<file path="src/sv/ech_pkg.sv">
// shared types and constants for the edge coverage histogram
package ech_pkg;

    localparam int MAP_ENTRIES_DEFAULT = 65536;
    localparam int QUEUE_DEPTH = 4;
    localparam int QPTR_W = $clog2(QUEUE_DEPTH);

    localparam logic [7:0] COUNT_MAX = 8'd255;
    localparam logic [15:0] PC_LIMIT_RESET = 16'hFFFF;

    // input command codes
    localparam logic [1:0] CMD_START = 2'd0;
    localparam logic [1:0] CMD_SAMPLE = 2'd1;
    localparam logic [1:0] CMD_READ = 2'd2;

    // work handed from the front end to the map engine
    typedef enum logic [1:0] {
        OP_NONE,
        OP_CLEAR,
        OP_BUMP,
        OP_READ
    } op_t;

    typedef enum logic {
        ST_SWEEP,
        ST_RUN
    } back_state_t;

    // one queue slot handshake: slot present and its operation
    typedef struct packed {
        logic valid;
        op_t  op;
    } qctl_t;

    // map engine status seen by the front end
    typedef struct packed {
        logic sweeping;
    } back_status_t;

endpackage

</file>
<file path="src/sv/ech_front.sv">
// front end: accepts input beats, tracks the run state and classifies each item
module ech_front #(
    parameter int MAP_ENTRIES = ech_pkg::MAP_ENTRIES_DEFAULT,
    parameter int AW = $clog2(MAP_ENTRIES)
) (
    input  logic                 aclk,
    input  logic                 aresetn,
    input  logic                 s_valid,
    output logic                 s_ready,
    input  logic [1:0]           s_cmd,
    input  logic [63:0]          s_pc_value,
    input  logic [15:0]          s_read_index,
    input  logic [15:0]          pc_limit,
    input  logic                 q_full,
    input  ech_pkg::back_status_t status,
    output ech_pkg::qctl_t       push,
    output logic [AW-1:0]        push_addr
);

    logic [AW:0]   prev_reg, prev_next;
    logic          have_prev_reg, have_prev_next;
    logic [15:0]   samples_reg, samples_next;
    logic          accept;
    logic          rd_in_range;

    assign s_ready = !q_full && !status.sweeping;
    assign accept = s_valid && s_ready;
    assign rd_in_range = (32'(s_read_index) < 32'(MAP_ENTRIES));

    always_comb begin
        prev_next = prev_reg;
        have_prev_next = have_prev_reg;
        samples_next = samples_reg;
        push.valid = accept;
        push.op = ech_pkg::OP_NONE;
        push_addr = '0;
        case (s_cmd)
            ech_pkg::CMD_START: begin
                push.op = ech_pkg::OP_CLEAR;
                if (accept) begin
                    have_prev_next = 1'b0;
                    samples_next = '0;
                end
            end
            ech_pkg::CMD_SAMPLE: begin
                push_addr = prev_reg[AW:1] ^ s_pc_value[AW-1:0];
                if (samples_reg < pc_limit) begin
                    if (have_prev_reg) begin
                        push.op = ech_pkg::OP_BUMP;
                    end
                    if (accept) begin
                        samples_next = samples_reg + 16'd1;
                        prev_next = s_pc_value[AW:0];
                        have_prev_next = 1'b1;
                    end
                end
            end
            ech_pkg::CMD_READ: begin
                push_addr = AW'(s_read_index);
                if (rd_in_range) begin
                    push.op = ech_pkg::OP_READ;
                end
            end
            default: begin
                push.op = ech_pkg::OP_NONE;
            end
        endcase
    end

    always_ff @(posedge aclk) begin
        prev_reg <= prev_next;
        if (!aresetn) begin
            have_prev_reg <= 1'b0;
            samples_reg <= '0;
        end else begin
            have_prev_reg <= have_prev_next;
            samples_reg <= samples_next;
        end
    end

endmodule

</file>
<file path="config.mk">
export PLATFORM = sky130hd
export DESIGN_NAME = ech_front
export DESIGN_NICKNAME = d
export VERILOG_FILES = /design/src/sv/ech_pkg.sv /design/src/sv/ech_front.sv
export SDC_FILE = /design/constraint.sdc
export NUM_CORES = 1
export LEC_CHECK = 0
export BUFFER_PORTS_ARGS = -buffer_cell sky130_fd_sc_hd__buf_2
export CAP_MARGIN = 40
export CORE_AREA = 2 2 78 80
export DETAILED_ROUTE_END_ITERATION = 8
export DIE_AREA = 0 0 80 82
export PLACE_DENSITY = 0.8
export SLEW_MARGIN = 0
export SYNTH_ARGS = -nofsm -noshare
export SYNTH_HDL_FRONTEND = slang
export SYNTH_SLANG_ARGS = --single-unit
</file>
<file path="constraint.sdc">
create_clock -name aclk -period 3.3 [get_ports aclk]
set_clock_uncertainty 0.05 [all_clocks]
set_input_delay 0.66 -clock aclk [delete_from_list [all_inputs] [get_ports aclk]]
set_output_delay 0.66 -clock aclk [all_outputs]
set_load 0.1 [all_outputs]
</file>
* Yosys cells after proc, flatten, opt, wreduce, memory -nomap -nowiden
Cells that the tools add are included.
Widths: inputs -> output; s select.
** Operators by class
- Equal/unequal tests :: 5
- Mux-type cells :: 12
- Add/sub/neg operators :: 1
- Bitwise gates (word level) :: 1
- $lt $le $gt $ge :: 1
- Reduce and logical (&&, ||, !) cells :: 8
** Operator list (count)
- $pmux 16 s2 :: 2
- $mux 16 :: 3
- $add 16x1->16 const B :: 1
- $lt 16x16->1 :: 1
- $xor 16x16->16 :: 1
- $ne 2x2->1 const B :: 3
- $pmux 2 s3 :: 1
- $mux 2 :: 2
- $reduce_and 4->1 :: 1
- $mux 1 :: 3
- $reduce_and 3->1 :: 1
- $eq 2x1->1 const B :: 1
- $eq 2x2->1 const B :: 1
- $logic_and 1x1->1 :: 2
- $logic_not 1->1 :: 2
- $logic_not 2->1 :: 1
- $pmux 1 s2 :: 1
- $reduce_bool 2->1 :: 1
** Word-level totals
- Bits of input ports :: 103
- Word-level logic and storage cells :: 31
- Register bits :: 34
- Output and inout bits :: 20

* Logic depth before layout (Yosys ltp)
Gate-level depths: netlist (run 1).
- Depth after elaboration :: 6
- Gate-level depth with buffers :: 9

* Worst setup path before layout (run 1)
Ideal clock, no wire load.
- Path type :: input -> output
- From :: input port pc_limit[1]
- To :: output port push[1] (netlist bit)
- Slack :: -0.986 ns
- Path buffers :: 0
- Stages :: 6
- Data required time :: 2.590 ns
- Arrival time :: 3.576 ns
- Cells stage by stage :: inv_1 -> ha_1 -> a2111o_1 -> and3_4 -> or4b_2 -> o22ai_1
** RTL lines
- start, declared :: RTL line ech_front.sv:13 : input logic [15:0] pc_limit,
- end, declared :: RTL line ech_front.sv:16 : output ech_pkg::qctl_t push,

==> metrics.yaml, run 1 <==
power:
  p_sw_frac: 0.3048
  pwr-share-clk: 0.349
  p_switching_mw: 0.3200
  ir_drop_mv: 0.1657
  power.leakage_nw: 1.278
  power_frac_comb: 0.239
  power_frac_seq: 0.412
  p_int_mw: 0.7299
  power_density_nw_per_um2: 367.7
min_path:
  hold_path_class: "flop to flop"
  timing.hold.worst_endpoint: "have_prev_reg$_SDFFE_PN0P_"
  hold_depth: 2
  worstHoldStart: "have_prev_reg$_SDFFE_PN0P_"
timing:
  tightest_slew_ps: 785.1
  period_minus_slack_ps: 3207
  setup_ws_ps: 93.43
  finalHoldViolCount: 0
  rsz0062_at_grt: "no"
  setup_viol_count_final: 0
  fmax_mhz: 311.9
  drv_slew: 0
  slew_headroom: 0.4718
  fin_crit_sh: 0.9717
finish:
  final_nets: 448
  fill_cells: 525
  final_util: 0.4970
  layout.cells.non_filler: 401
  multi_input_area_um2: 1301
  area_growth_pct: 30.33
  seq_area_um2: 820.8
  num_antenna_cells: 0
  drive_gt1_frac: 0.3374
synthesis:
  ys_ff_latch: 33
  yosys_warnings: 0
  synth_fp_nets: 367
  async_flop_share: 0
  synth_cell_types: 38
  syn_avg_cell_area_um2: 8.979
  postSynthCellCount: 244
  synth_area_um2: 2191
  yosysTopAreaCellShare: 0.2193
  synth_top_cell_by_area: "edfxtp_1"
  synth-edff-count: 16
  yosys_most_used_dff: "dfxtp_1"
  seq_area_frac_synth: 0.3746
  synth_area_leaders: "edfxtp_1, dfxtp_1, ha_1"
critical_path:
  slowest_delay_ps: 480
  r2r_setup_slack_ps: 710
  crit_path_cell_trace: "buf_2, inv_1, ha_1, a2111o_1, and3_4, or4b_4, o22ai_2, buf_12"
  critical-path-slowest-cell: "or4b_4"
  startpoint: "pc_limit[1]"
  r2r_end: "samples_reg[9]$_SDFFE_PN0P_"
  cp_max_fo: 3
  criticalPathCategory: "primary input to output port"
  endpoint_kind: "output port"
  reg2reg_from: "samples_reg[9]$_SDFFE_PN0P_"
  crit_arrival_ps: 2500
  rr_worst_depth: 8
  required_ps: 2590
  worstSetupStartpointType: "primary input"
clock_network:
  clk_pin_slew_ps: 70
  cts-root-buf: "clkbuf_8"
  clkSinkCount: 33
  cts_max_level: 2
  cts_max_path_buffers: 2
  numCtsBuffers: 5
  cts_tree: "done"
  insertion_delay_ps: 280
status:
  status: "completed"
drt:
  drt_first_pass_iters: 4
  drt-wirelength-per-cell_um: 12.79
  drt-initial-drc-count: 54
  routed_wl_mm: 5.130
  antenna_left: 0
  viasPerCell: 5.125
  drc: 0
  num_vias: 2055
floorplanning:
  start_util: 0.3813
  core-area_um2: 5746
  rows: 28
  die_h_um: 82
  num_io_pins: 123
  die_area_um2: 6560
  die_w_um: 80
placement:
  place_congestion: 0.7722
  io_buffers: 75
  dp_hpwl_mm: 4.071
  dp.cells: 393
  pre_cts_slack_ps: 9.715
grt:
  globalRouteOverflowTotal: 0
  track_usage: 0.1553
  grt_max_degree: 20
  grt_pass1_wl_mm: 8.100
  grt_pass1_vias: 1799
  antenna_found_initial: 0
run:
  maxCapViolCount: 0
==> power groups by stage <==
stage	sequential [mW]	clock, mW	combinational [mW]
final	0.433	0.366	0.251
after global routing	0.432	0.394	0.267
after CTS	0.433	0.380	0.251
after detailed placement	0.442	0	0.250
after global placement	0.442	0	0.246
after floorplan	0.442	0	0.179
==> kinds of logic (layout without fill, tap and decap cells) <==
group / Yosys count / in the layout / synth area share
AOI/OAI and AO/OA: 64 / 64 / 0.1908
xor gates and xnor gates: 16 / 16 / 0.06396
adders and majority gates: 20 / 20 / 0.1142
buffers and inverters: 30 / 112 / 0.05426
DFF: 33 / 33 / 0.3746
and+or+nand+nor: 81 / 81 / 0.2022
==> cells in the mapped netlist (all sizes together) (4+ instances only) <==
library cell	count
a21oi	12
a22oi	16
a31oi	14
and2	4
and3	5
clkbuf	7
dfxtp	17
edfxtp	16
ha	20
inv	20
nand2	19
nand2b	4
nand3	9
nor2	9
nor2b	17
nor3	5
o21ai	10
xor2	16
==> critical path, delay by kind of cell <==
family	cells	cell delay (ps)
fa+ha+maj	1	270
simple gates	2	650
buf+inv	3	300
compound gates	2	600
==> how the worst max path moves through the flow <==
stage,end,slack (ps),depth (start not counted)
after floorplan,push[1],-320,6
after global placement,push[1],30,8
after detailed placement,push[1],10,8
after CTS,push[1],7,8
after global routing,push[1],30,8
final,push[1],90,8
==> cells in the final DEF (no fill, tap or decap), types with 2 or more instances in the layout <==
master	instances
a21oi_1	12
a22oi_1	16
a31oi_1	14
a41oi_1	3
and2_1	4
and3_1	4
buf_2	74
buf_4	9
clkbuf_8	5
dfxtp_1	17
edfxtp_1	16
ha_1	20
inv_1	20
nand2_1	19
nand2b_1	4
nand3_1	9
nand4_1	3
nor2_1	7
nor2_2	2
nor2b_1	7
nor2b_2	10
nor3_1	3
nor3_2	2
o21ai_0	10
or4b_4	2
xor2_1	16
==> cell type report <==
| type | instances | share of cell area |
|---|---|---|
| Timing Repair Buffer | 84 | 0.1604 |
| Clock buffer | 6 | 0.02542 |
| Inverter | 20 | 0.02629 |
| Multi-Input combinational cell | 181 | 0.4557 |
| Tap cell | 75 | 0.03287 |
| Clock inverter | 2 | 0.01183 |
| Sequential cell | 33 | 0.2875 |
==> what timing repair did <==
item,4_1_cts,5_1_grt
buffers inserted,0,0
gates resized for setup,0,2
endpoints found under the setup margin,0,1
hold buffers,0,0
==> per-stage QoR <==
step                      hold slack, ps  TNS, ps  total power [mW]  instance area (um2)
after global routing               442.4        0             1.093                 2855
after detailed placement           406.2        0            0.6920                 2740
after floorplan                    386.0   -342.6            0.6206                 2232
after global placement             402.4        0            0.6877                 2740
after CTS                          415.7        0             1.063                 2846
final                              413.2        0             1.050                 2855
==> metal layers <==
layer	track usage	vias up	wire length [um]
met1	0.1938	938	2340
met3	0.04286	5	322
li1	-	1050	-
met4	0.02542	0	23
met2	0.2725	62	2445
met5	0	-	0
(Power assumes the default switching activity.)
==> run 2: changes to the inputs <==
--- a/config.mk
+++ b/config.mk
@@ -11,6 +11,7 @@
 export DETAILED_ROUTE_END_ITERATION = 8
 export DIE_AREA = 0 0 80 82
 export PLACE_DENSITY = 0.8
+export RECOVER_POWER = 100
 export SLEW_MARGIN = 0
 export SYNTH_ARGS = -nofsm -noshare
 export SYNTH_HDL_FRONTEND = slang
==> metrics.yaml, run 2 (synthesized netlist as in run 1, its figures left out) <==
status:
  status: "completed"  # unchanged
floorplanning:
  core-area_um2: 5746  # unchanged
  start_util: 0.3813  # unchanged
  die_h_um: 82  # unchanged
  die_w_um: 80  # unchanged
  num_io_pins: 123  # unchanged
  die_area_um2: 6560  # unchanged
  rows: 28  # unchanged
clock_network:
  numCtsBuffers: 5  # unchanged
  cts_max_path_buffers: 2  # unchanged
  cts_max_level: 2  # unchanged
  cts_setup_buffers: 0  # unchanged
  clk_pin_slew_ps: 70  # about the same
  insertion_delay_ps: 280  # about the same
  cts-root-buf: "clkbuf_8"  # unchanged
  clkSinkCount: 33  # unchanged
  cts_tree: "done"  # unchanged
critical_path:
  crit_arrival_ps: 2500  # about the same
  required_ps: 2590  # about the same
  endpoint_kind: "output port"  # unchanged
  cp_max_fo: 3  # unchanged
  criticalPathCategory: "primary input to output port"  # unchanged
  worstSetupStartpointType: "primary input"  # unchanged
timing:
  tightest_slew_ps: 1160  # was 785.1 ps
  setup-tns-final_ps: 0  # unchanged
  finalHoldViolCount: 0  # unchanged
  rsz0062_at_grt: "no"  # unchanged
  period_minus_slack_ps: 3213  # was 3207 ps
  fmax_mhz: 311.2  # was 311.9 MHz
  fin_crit_sh: 0.9738  # was 0.9717
  setup_viol_count_final: 0  # unchanged
  drv_slew: 0  # unchanged
  slew_headroom: 0.2302  # was 0.4718
power:
  power.leakage_nw: 1.213  # was 1.278 nW
  power_density_nw_per_um2: 372.1  # was 367.7 nW/um2
  power.total_mw: 1.042  # was 1.050 mW
  ir_drop_mv: 0.1660  # was 0.1657 mV
finish:
  final_nets: 448  # unchanged
  area_growth_pct: 27.87  # was 30.33%
  final_cell_mix: "buf_2, clkbuf_1, inv_1, ha_1, nand2_1"  # was buf_2, inv_1, ha_1, nand2_1, dfxtp_1
  multi_input_area_um2: 1292  # was 1301 um2
  num_antenna_cells: 0  # unchanged
  fill_cells: 544  # was 525
  final_common_cell: "buf_2"  # unchanged
  drive_gt1_frac: 0.2638  # was 0.3374
  seq_area_um2: 820.8  # unchanged
grt:
  globalRouteOverflowTotal: 0  # unchanged
  track_usage: 0.1553  # unchanged
  antenna_found_initial: 0  # unchanged
  grt_pass1_vias: 1799  # unchanged
  grt_max_degree: 20  # unchanged
  grt_pass1_wl_mm: 8.100  # unchanged
min_path:
  hold_path_class: "flop to flop"  # unchanged
drt:
  drt-wirelength-per-cell_um: 12.74  # was 12.79 um
  routed_wl_mm: 5.109  # was 5.130 mm
  num_vias: 2058  # was 2055
  drt-initial-drc-count: 68  # was 54
  drc: 0  # unchanged
  drt_first_pass_iters: 4  # unchanged
  antenna_left: 0  # unchanged
  viasPerCell: 5.132  # was 5.125
placement:
  place_congestion: 0.7722  # unchanged
  io_buffers: 75  # unchanged
  dp_hpwl_mm: 4.071  # unchanged
run:
  maxCapViolCount: 0  # unchanged
## run 2: cell type report
cell class / instances / share of cell area
repair buffers: 84 / 0.1474
clock inverters: 2 / 0.01206
clock buffers: 6 / 0.02590
multi-input cells: 181 / 0.4614
flip-flops and latches: 33 / 0.2930
well taps: 75 / 0.03350
inverters: 20 / 0.02680
## run 2: worst max-delay path, stage by stage
cell	delay, ps
buf_2	70
inv_1	30
ha_1	270
a2111o_1	430
and3_4	170
or4b_4	480
o22ai_2	140
buf_6	240
## run 2: final timing paths
kind              slack (ps)                         from  cells past startpoint                            to
hold reg to reg          410   have_prev_reg$_SDFFE_PN0P_                      2    have_prev_reg$_SDFFE_PN0P_
hold / removal           410   have_prev_reg$_SDFFE_PN0P_                      2    have_prev_reg$_SDFFE_PN0P_
setup reg to reg         480  samples_reg[9]$_SDFFE_PN0P_                      9  samples_reg[10]$_SDFFE_PN0P_
setup / recovery          90                  pc_limit[1]                      8                       push[1]
## run 2: what timing repair did
| item | CTS | global route |
|---|---|---|
| gates resized for setup | 0 | 2 |
| endpoints found under the hold margin | 0 | 0 |
| setup endpoints to repair | 0 | 1 |
| hold buffers | 0 | 0 |
## run 2: per-stage QoR
step | instance area (um2) | std cells | hold slack (ps) | util | worst slack (ps)
4_1_cts | 2846 | 401 | 415.7 | 0.4954 | 6.559
3_5_place_dp | 2740 | 393 | 406.2 | 0.4769 | 9.715
2_1_floorplan | 2232 | 244 | 386.0 | - | -324.7
6_report | 2801 | 401 | 413.0 | 0.4876 | 86.56
5_1_grt | 2801 | 401 | 442.4 | 0.4876 | 18.88
3_3_place_gp | 2740 | 393 | 402.4 | 0.4769 | 27.89
## run 2: per-layer routing
layer | vias to the layer above | GRT usage | routed length [um]
met5 | - | 0 | 0
met4 | 0 | 0.02542 | 23
met3 | 5 | 0.04286 | 344
met2 | 70 | 0.2725 | 2434
met1 | 932 | 0.1938 | 2307
li1 | 1051 | - | -
## run 2: power breakdown
group / switching (mW) / leakage (nW) / internal, mW / total, mW
combinational: 0.175 / 0.879 / 0.0690 / 0.244
clock: 0.143 / 0.0528 / 0.223 / 0.365
sequential: 0.00108 / 0.281 / 0.432 / 0.433
total: 0.319 / 1.21 / 0.723 / 1.04
