`config.mk`:
```
export PLATFORM = sky130hd
export DESIGN_NAME = ech_queue
export DESIGN_NICKNAME = d
export VERILOG_FILES = /design/src/sv/ech_pkg.sv /design/src/sv/ech_queue.sv
export SDC_FILE = /design/constraint.sdc
export NUM_CORES = 1
export LEC_CHECK = 0
export ABC_AREA = 1
export BUFFER_PORTS_ARGS = -buffer_cell sky130_fd_sc_hd__buf_2
export CAP_MARGIN = 20
export CORE_ASPECT_RATIO = 0.6
export CORE_MARGIN = 3
export CORE_UTILIZATION = 25
export DETAILED_ROUTE_END_ITERATION = 12
export HOLD_SLACK_MARGIN = 0.05
export MAX_ROUTING_LAYER = met4
export PLACE_DENSITY = 0.45
export SLEW_MARGIN = 15
export SYNTH_ARGS = -nofsm -noshare
export SYNTH_HDL_FRONTEND = slang
export SYNTH_SLANG_ARGS = --single-unit
```
`constraint.sdc`:
```
create_clock -name aclk -period 5.4 [get_ports aclk]
set_input_delay 0.81 -clock aclk [delete_from_list [all_inputs] [get_ports aclk]]
set_output_delay 0.81 -clock aclk [all_outputs]
set_load 0.005 [all_outputs]
```
`src/sv/ech_pkg.sv`:
```
// shared types and constants for the edge coverage histogram
package ech_pkg;

    localparam int MAP_ENTRIES_DEFAULT = 65536;
    localparam int QUEUE_DEPTH = 4;
    localparam int QPTR_W = $clog2(QUEUE_DEPTH);

    localparam logic [7:0] COUNT_MAX = 8'd255;
    localparam logic [15:0] PC_LIMIT_RESET = 16'hFFFF;

    // input command codes
    localparam logic [1:0] CMD_START = 2'd0;
    localparam logic [1:0] CMD_SAMPLE = 2'd1;
    localparam logic [1:0] CMD_READ = 2'd2;

    // work handed from the front end to the map engine
    typedef enum logic [1:0] {
        OP_NONE,
        OP_CLEAR,
        OP_BUMP,
        OP_READ
    } op_t;

    typedef enum logic {
        ST_SWEEP,
        ST_RUN
    } back_state_t;

    // one queue slot handshake: slot present and its operation
    typedef struct packed {
        logic valid;
        op_t  op;
    } qctl_t;

    // map engine status seen by the front end
    typedef struct packed {
        logic sweeping;
    } back_status_t;

endpackage

```
`src/sv/ech_queue.sv`:
```
// short queue between the front end and the map engine
module ech_queue #(
    parameter int AW = 16
) (
    input  logic           aclk,
    input  logic           aresetn,
    input  ech_pkg::qctl_t push,
    input  logic [AW-1:0]  push_addr,
    output logic           full,
    output ech_pkg::qctl_t head,
    output logic [AW-1:0]  head_addr,
    input  logic           pop
);

    localparam int PW = ech_pkg::QPTR_W;

    ech_pkg::op_t  op_slot [ech_pkg::QUEUE_DEPTH];
    logic [AW-1:0] addr_slot [ech_pkg::QUEUE_DEPTH];
    logic [PW-1:0] wr_ptr_reg, wr_ptr_next;
    logic [PW-1:0] rd_ptr_reg, rd_ptr_next;
    logic [PW:0]   count_reg, count_next;
    logic          do_push, do_pop;

    assign full = (count_reg == (PW+1)'(ech_pkg::QUEUE_DEPTH));
    assign head.valid = (count_reg != '0);
    assign head.op = op_slot[rd_ptr_reg];
    assign head_addr = addr_slot[rd_ptr_reg];
    assign do_push = push.valid && !full;
    assign do_pop = pop && head.valid;

    always_comb begin
        wr_ptr_next = do_push ? wr_ptr_reg + 1'b1 : wr_ptr_reg;
        rd_ptr_next = do_pop ? rd_ptr_reg + 1'b1 : rd_ptr_reg;
        count_next = count_reg;
        if (do_push && !do_pop) begin
            count_next = count_reg + 1'b1;
        end else if (do_pop && !do_push) begin
            count_next = count_reg - 1'b1;
        end
    end

    always_ff @(posedge aclk) begin
        if (do_push) begin
            op_slot[wr_ptr_reg] <= push.op;
            addr_slot[wr_ptr_reg] <= push_addr;
        end
    end

    always_ff @(posedge aclk) begin
        if (!aresetn) begin
            wr_ptr_reg <= '0;
            rd_ptr_reg <= '0;
            count_reg <= '0;
        end else begin
            wr_ptr_reg <= wr_ptr_next;
            rd_ptr_reg <= rd_ptr_next;
            count_reg <= count_next;
        end
    end

endmodule

```
## Yosys cells after proc, flatten, opt, wreduce, memory -nomap -nowiden

Memory sizes are Yosys's and may differ from the RTL's. A register that Yosys moved wholly into a read port is not among the register bits.
Index checks and enable logic that the tools add are counted.

- Mux-type cells: 8
- Equal/unequal tests: 1
- Reductions and logical operators: 9
- Add/sub/neg operators: 4

Operator list:

| cell | number |
|---|---|
| 2-to-1 mux 2 bit | 4 |
| 2-to-1 mux 3 bit | 2 |
| adder 2 x 1 -> 2 bit (second input constant) | 2 |
| logical AND 1 bit | 4 |
| adder 3 x 1 -> 3 bit (second input constant) | 1 |
| == test 3 bit (second input constant) | 1 |
| zero test 1 bit | 3 |
| nonzero test 3 bit | 1 |
| subtractor 3 x 1 -> 3 bit (second input constant) | 1 |
| 2-to-1 mux 1 bit | 2 |
| nonzero test 2 bit | 1 |

- Bits in writable memories: 72
- Memories: 2
- Bits in registers: 7
- Output and inout port bits: 20
- Logic and storage cells: 27

Memories:

| memory | words | bits a word | read ports | clocked after Yosys merged registers in | write ports | line | source |
|---|---|---|---|---|---|---|---|
| addr_slot | 4 | 16 | 1 | 1 | 1 | ech_queue.sv:18 | `logic [AW-1:0] addr_slot [ech_pkg::QUEUE_DEPTH];` |
| op_slot | 4 | 2 | 1 | 1 | 1 | ech_queue.sv:17 | `ech_pkg::op_t op_slot [ech_pkg::QUEUE_DEPTH];` |

## Depth between registers and ports, before layout

Gate-level depths: netlist (run 1).

- Depth after elaboration: 7
- Depth in mapped cells: 13
- Depth with buffers taken out: 13

## Worst setup path before layout (run 1)

No wires, ideal clock.

- Kind: input to register
- From: in push[2] (netlist bit)
- To: mem addr_slot[0][0], enable pin
- Path buffers: 0
- Data arrival time: 1647 ps
- Cell stages on the path: 2
- Setup slack: 3360 ps
- Library setup time: 393 ps
- Cell sequence: nand2_4 nor2_1

- Longest elaborated chain between the ends: 3

Ends and longest elaborated chain:

| element | line | source |
|---|---|---|
| start: declaration | ech_queue.sv:7 | `input ech_pkg::qctl_t push,` |
| logical AND 1 bit | ech_queue.sv:28 | `assign do_push = push.valid && !full;` |
| 2-to-1 mux 1 bit | ech_queue.sv:43 | `if (do_push) begin` |
| 2-to-1 mux 1 bit (not written as such) | ech_queue.sv:45 | `addr_slot[wr_ptr_reg] <= push_addr;` |
| end: declaration | ech_queue.sv:18 |  |

No other way between the ends.

==> summary.txt, run 1 <==
Synth
  – Ys flop type: edfxtp_1
  – Sequential share of the synthesized area: 71.5%
  – Most used standard cell by instance count after synthesis: edfxtp_1
  – Avg Cell Area, Syn: around 13 um^2
  – Count of yosys warnings during synthesis: 0
  – Commonest cells post-synth: edfxtp_1, nor2_1, o21ai_0
  – Proportion of register bits with asynchronous set or reset after synthesis: 0%
  – Main area contributors after synthesis: edfxtp_1, nor2_1, dfxtp_1, o22ai_1, o21ai_0
  – Count of unique library cells instantiated by Yosys: 24
  – Number of standard cells after synthesis: between 200 and 250
  – Number of synthesized register bits: 81
  – Number of nets produced by synthesis: 271
  – Portion of synthesized cell area occupied by the leading cell type: 66.0%
  – Netlist Area Pre-Place: 0.00327 mm^2
  – EDFF count, synth: 72
  – Cell type contributing the most total cell area after synthesis: edfxtp_1

Route
  – DR pass1 iterations: 4
  – Number of design rule violations left after detail routing: 0
  – Total wire length: 6830 um
  – Detailed-route vias per instance: 4.13
  – Vias: 1893
  – Wire per inst: 14.9 um
  – Number of nets with antenna violations after detailed routing: 0
  – Number of design-rule violations left by the first detailed-router iteration: 105

Floorplan
  – Die area: 0.0146 mm^2
  – Site Rows: 31
  – Initial core utilization: 26.4%
  – Num ports: 42
  – Placeable core region: 0.0124 mm^2
  – Chip Width: approximately 150 um
  – DIE HEIGHT: 94.7 um

Hold path
  – Origin of the worst min-delay path: rd_ptr_reg[0]
  – Worst hold path class: reg2reg

GRT
  – Global-route wire length before repair: 10400 um
  – Total global routing overflow: 0
  – Number of global-route vias before repair: 1788
  – Total Routing Usage GR: 10.0%
  – Largest net degree at the start of global routing: 38
  – Number of antenna violations at the first check in global routing: 0

Power
  – Internal power consumption: 0.00128 W
  – Sw Pwr: 0.000539 W
  – Switching fraction of total power: just under 30%
  – Largest vdd supply drop: 0.000168 V
  – Share of total power in sequential cells: between 40 and 50%
  – Static Leakage: ~1.4 nW
  – Combinational fraction of design power: 24.5%
  – Total power density per cell area: 468 mW/mm^2
  – Proportion of power drawn by the clock network: 31.4%

Job
  – Count of max-cap constraint violations: 0

Cells and area
  – Proportion of layout cells with a drive suffix above 1: about a quarter
  – Final standard cell count with taps included and fillers excluded: roughly 460
  – Area growth from synthesis to layout: 18.9%
  – Filler Cells Inserted: 1254
  – Number of flip-flops in the largest register: 64
  – Diode count: 0
  – Sequential cell area: 0.00234 mm^2
  – Area of the multi-input gates: 752 um^2
  – Nets: 317

STA
  – Final count of negative-setup-slack endpoints: 0
  – Endpoints failing hold: 0
  – Worst clock skew: a little under 7 ps
  – Achievable Freq: 0.388 GHz
  – Clock period minus worst slack: 2580 ps
  – Worst rel slew slack: 33.7%
  – RSZ-0062 raised after global routing: no
  – Total negative setup slack: 0 ps
  – Final worst hold slack: between 400 and 500 ps
  – Fin crit share: between 40% and 50%
  – Transition at the pin with the smallest max-transition slack: 994 ps
  – Max-slew violation count: 0

Critical path
  – Launch instance of the worst register-to-register path: count_reg[1]
  – Critical path endpoint category: primary output
  – Category of the critical setup timing path: reg2out
  – Critical path peak fanout: 19
  – Critical Path RT: 4590 ps
  – Arrival time at the worst endpoint: 1770 ps
  – Startpoint class of the critical path: flop

CTS
  – Post-cts resize count: 0
  – Maximum buffer depth of the clock tree: 2
  – Buffers inserted by post-CTS timing repair: 0
  – Clk_lat worst skew: 330 ps
  – CTS HTree Levels: 3
  – Hold Buf Count CTS: 0
  – Number of CTS-inserted buffers: 9
  – CTS tree: done
  – Clock input transition at the sequential cells of the worst setup and hold paths: 50 ps
  – Sink Count: 81
  – Root cell of the clock tree: clkbuf_16

Run status
  – Outcome: completed

Placed design
  – Dpl cells: 443
  – IO Port Bufs: between 40 and 50
  – Final weighted congestion in routability-driven placement: 0.657
  – DPL Wire Length: between 4000 and 5000 um
power groups by stage:
stage / combinational (W) / clock [W] / sequential, W
after CTS: 0.000458 / 0.000589 / 0.000804
after global placement: 0.000446 / 0 / 0.000816
after global routing: 0.000504 / 0.000620 / 0.000810
final: 0.000446 / 0.000571 / 0.000804
after floorplan: 0.000324 / 0 / 0.000806
after detailed placement: 0.000456 / 0 / 0.000817
routing by layer:
layer	share of wire [%]	wire (um)	vias up	global-route usage [%]
li1	-	-	960	-
met1	50	3410	895	13.4
met2	44	3010	36	13.8
met3	5.3	364	2	4.72
met4	0.53	36	0	2.20
met5	0	0	-	-
metrics by stage:
step	area [um^2]	utilization [%]	setup WS (ps)	total power, W
CTS	3890	31.4	2780	0.00185
finish	3890	31.4	2820	0.00182
global placement	3600	29.0	3020	0.00126
floorplan	3270	-	3360	0.00113
global route	3890	31.4	2630	0.00194
detailed placement	3620	29.1	3150	0.00127
cells by family after synthesis:
kind of cell    count (synthesis)  share of synthesized area (%)
xor+xnor                        1                          0.268
buf+inv                        27                           5.81
compound gates                 58                           10.4
flops                          81                           71.5
fa+ha+maj                       6                           2.52
simple gates                   70                           9.52
path summary, 6_finish.rpt:
kind              slack, ps  cells after the start       endpoint
hold reg to reg         500                      2  rd_ptr_reg[0]
hold / removal          500                      2  rd_ptr_reg[0]
setup / recovery       2820                      4   head_addr[4]
setup reg to reg       3540                      9   count_reg[1]
worst max-delay path: stages (launching register included):
cell and delay, ps:
dfxtp_1 780, inv_4 250, o21ai_0 170, o22ai_1 90, buf_2 130
placed cells by master (no fill, tap or decap), types with 2 or more instances in the layout:
master     synthesis  layout
nor2_2             0       4
a21oi_1            3       3
clkinv_1           0       2
nor2_1            49      45
inv_1             13      13
clkbuf_16          0       9
nand3_1            4       4
edfxtp_1          72      72
o22ai_1           18      18
buf_2              0      41
buf_4              2       3
o21ai_2            7       7
o21ai_0           22      22
clkinv_2           0       2
inv_2              2       2
ha_1               5       5
nand2_4            4       4
nand2_1           10      10
dfxtp_1            9       9
o21ai_1            8       8
area by class of cell:
class	instances	area share (%)
clock inverters	5	1.22
clock buffers	10	5.88
repair buffers	45	6.23
well taps	165	5.30
multi-input cells	135	19.3
inverters	17	1.90
flip-flops and latches	81	60.2
Note: power is estimated with default switching activity, not from simulation.
==> run 2, diff against run 1 <==
clock period = 2.5 ns   (was 5.4 ns; I/O delays follow)
==> run 2 against run 1 <==
Net effect:
- cell area is 0.22% lower
- flip-flop and latch count unchanged
- clock power grew 98%
- non-clock buffer count up 3
- combinational power up 120%
- cell count up 0.66%
- global-route usage up 0.24 points
- critical path depth is the same
- total power increased by 110%
- sequential share of layout area is 0.14 points higher
- critical path type unchanged
==> summary.txt, run 2 (synthesis results as in run 1) <==
Run status
  – Outcome: completed (unchanged)

Floorplan
  – Site Rows: 31 (unchanged)
  – Die area: 0.0146 mm^2 (unchanged)
  – Initial core utilization: 26.4% (unchanged)
  – Chip Width: 154 um (unchanged)
  – Num ports: 42 (unchanged)
  – DIE HEIGHT: 94.7 um (unchanged)
  – Placeable core region: 0.0124 mm^2 (unchanged)

STA
  – Clock period minus worst slack: 1960 ps
  – Endpoints failing hold: 0 (unchanged)
  – Transition at the pin with the smallest max-transition slack: 400 ps (was 994 ps)
  – Total negative setup slack: 0 ps (unchanged)
  – RSZ-0062 raised after global routing: no (unchanged)
  – Max-slew violation count: 0 (unchanged)
  – Worst clock skew: 4.77 ps (was 6.91 ps)
  – Fin crit share: about four fifths
  – Final worst hold slack: 254 ps (was 496 ps)
  – Crit path setup slack, layout: 541 ps (was 2820 ps)
  – Worst rel slew slack: 73.3% (was 33.7%)
  – Final count of negative-setup-slack endpoints: 0 (unchanged)
  – Achievable Freq: 0.510 GHz

Job
  – Count of max-cap constraint violations: 0 (unchanged)

CTS
  – Root cell of the clock tree: clkbuf_16 (unchanged)
  – CTS HTree Levels: 3 (unchanged)
  – Clk_lat worst skew: 330 ps (about the same)
  – Maximum buffer depth of the clock tree: 2 (unchanged)
  – Clock input transition at the sequential cells of the worst setup and hold paths: 60 ps (was 50 ps)
  – Sink Count: 81 (unchanged)
  – Number of CTS-inserted buffers: 9 (unchanged)
  – CTS tree: done (unchanged)
  – Buffers inserted by post-CTS timing repair: 0 (unchanged)
  – Hold Buf Count CTS: 0 (unchanged)
  – Post-cts resize count: 0 (unchanged)

Hold path
  – Origin of the worst min-delay path: push_addr[3] (was rd_ptr_reg[0])
  – Worst hold path class: in2reg (was reg2reg)
  – Worst Hold Path Cells: 1 (was 2)

Critical path
  – Launch instance of the worst register-to-register path: count_reg[1] (unchanged)
  – Critical Path RT: 2120 ps (was 4590 ps)
  – Critical path endpoint category: primary output (unchanged)
  – Reg2Reg Depth: 9 (unchanged)
  – Category of the critical setup timing path: reg2out (unchanged)
  – Startpoint class of the critical path: flop (unchanged)
  – Critical path peak fanout: 11 (was 19)
  – Arrival time at the worst endpoint: 1580 ps (was 1770 ps)

Cells and area
  – Proportion of layout cells with a drive suffix above 1: 27.5% (was 26.6%)
  – Filler Cells Inserted: 1270 (was 1254)
  – Area of the multi-input gates: 752 um^2 (unchanged)
  – Number of flip-flops in the largest register: 64 (unchanged)
  – Commonest cells after routing, fill and taps aside: edfxtp_1, nor2_1, buf_2 (unchanged)
  – Area growth from synthesis to layout: 18.6% (was 18.9%)
  – Most common library cell in the layout ignoring fill and taps: edfxtp_1 (unchanged)
  – Sequential cell area: 0.00234 mm^2 (unchanged)
  – Nets: 320 (was 317)

Route
  – Vias: 1933 (was 1893)
  – Wire per inst: 14.7 um (was 14.9 um)
  – Number of nets with antenna violations after detailed routing: 0 (unchanged)
  – Number of design-rule violations left by the first detailed-router iteration: 85 (was 105)
  – Number of design rule violations left after detail routing: 0 (unchanged)
  – Total wire length: 6760 um (was 6830 um)
  – Detailed-route vias per instance: 4.19 (was 4.13)
  – DR pass1 iterations: 4 (unchanged)

Power
  – Total power density per cell area: 985 mW/mm^2 (was 468 mW/mm^2)
  – Largest vdd supply drop: 0.000413 V (was 0.000168 V)
  – Static Leakage: 1.42 nW (about the same)

GRT
  – Number of antenna violations at the first check in global routing: 1 (was 0)
  – Total global routing overflow: 0 (unchanged)
  – Total Routing Usage GR: 10.2% (was 10.0%)
  – Largest net degree at the start of global routing: 37 (was 38)
  – Global-route wire length before repair: 10800 um (was 10400 um)
  – Number of global-route vias before repair: 1995 (was 1788)

Placed design
  – Setup WS pre-CTS: 688 ps (was 3150 ps)
  – Final weighted congestion in routability-driven placement: 0.679 (was 0.657)
  – IO Port Bufs: 41 (unchanged)
  – DPL Wire Length: 4420 um (was 4330 um)
## run 2: changes by cell type in the layout (fill, tap and decap cells not counted), sizes merged
| cell | before | now |
|---|---|---|
| buf | 45 | 48 |
| bufinv | 1 | 0 |
| clkbuf | 10 | 9 |
| clkinvlp | 0 | 1 |
| diode | 0 | 1 |
## run 2: final cells by class
| type | count | share of cell area, % |
|---|---|---|
| Antenna cell | 1 | 0.0644 |
| Clock buffer | 9 | 5.80 |
| Clock inverter | 5 | 0.644 |
| Inverter | 17 | 1.90 |
| Multi-Input combinational cell | 135 | 19.4 |
| Sequential cell | 81 | 60.3 |
| Tap cell | 165 | 5.31 |
| Timing Repair Buffer | 48 | 6.63 |
## run 2: power by group
group          internal, W  total, W  switching, W
sequential         0.00165   0.00173     0.0000818
combinational     0.000365  0.000968      0.000602
clock             0.000649   0.00113      0.000476
total              0.00267   0.00383       0.00116
## run 2: path summary, 6_finish.rpt
path / end / slack, ps
setup / recovery: head_addr[1] / 540
hold / removal: addr_slot[0][3] / 250
setup reg to reg: count_reg[1] / 690
hold reg to reg: flop / 500
## run 2: stage by stage
step                      cells  utilization (%)  cell area (um^2)  total power, W
after detailed placement    446             29.3              3630         0.00276
after global routing        461             31.3              3880         0.00408
after CTS                   460             31.3              3880         0.00390
after floorplan             243                -              3270         0.00244
after global placement      446             29.3              3630         0.00275
final                       461             31.3              3880         0.00383
## run 2: per-layer routing
metal	track usage [%]	share of wire, %
met1	12.8	49
met2	15.5	45
met3	3.85	4.6
met4	3.45	1.3
met5	-	0
## run 2: worst max-delay path, cell delays in order, from the launching register on
cell and delay (ps):
dfxtp_1 560, buf_4 250, o21ai_0 90, o22ai_1 210, buf_2 150
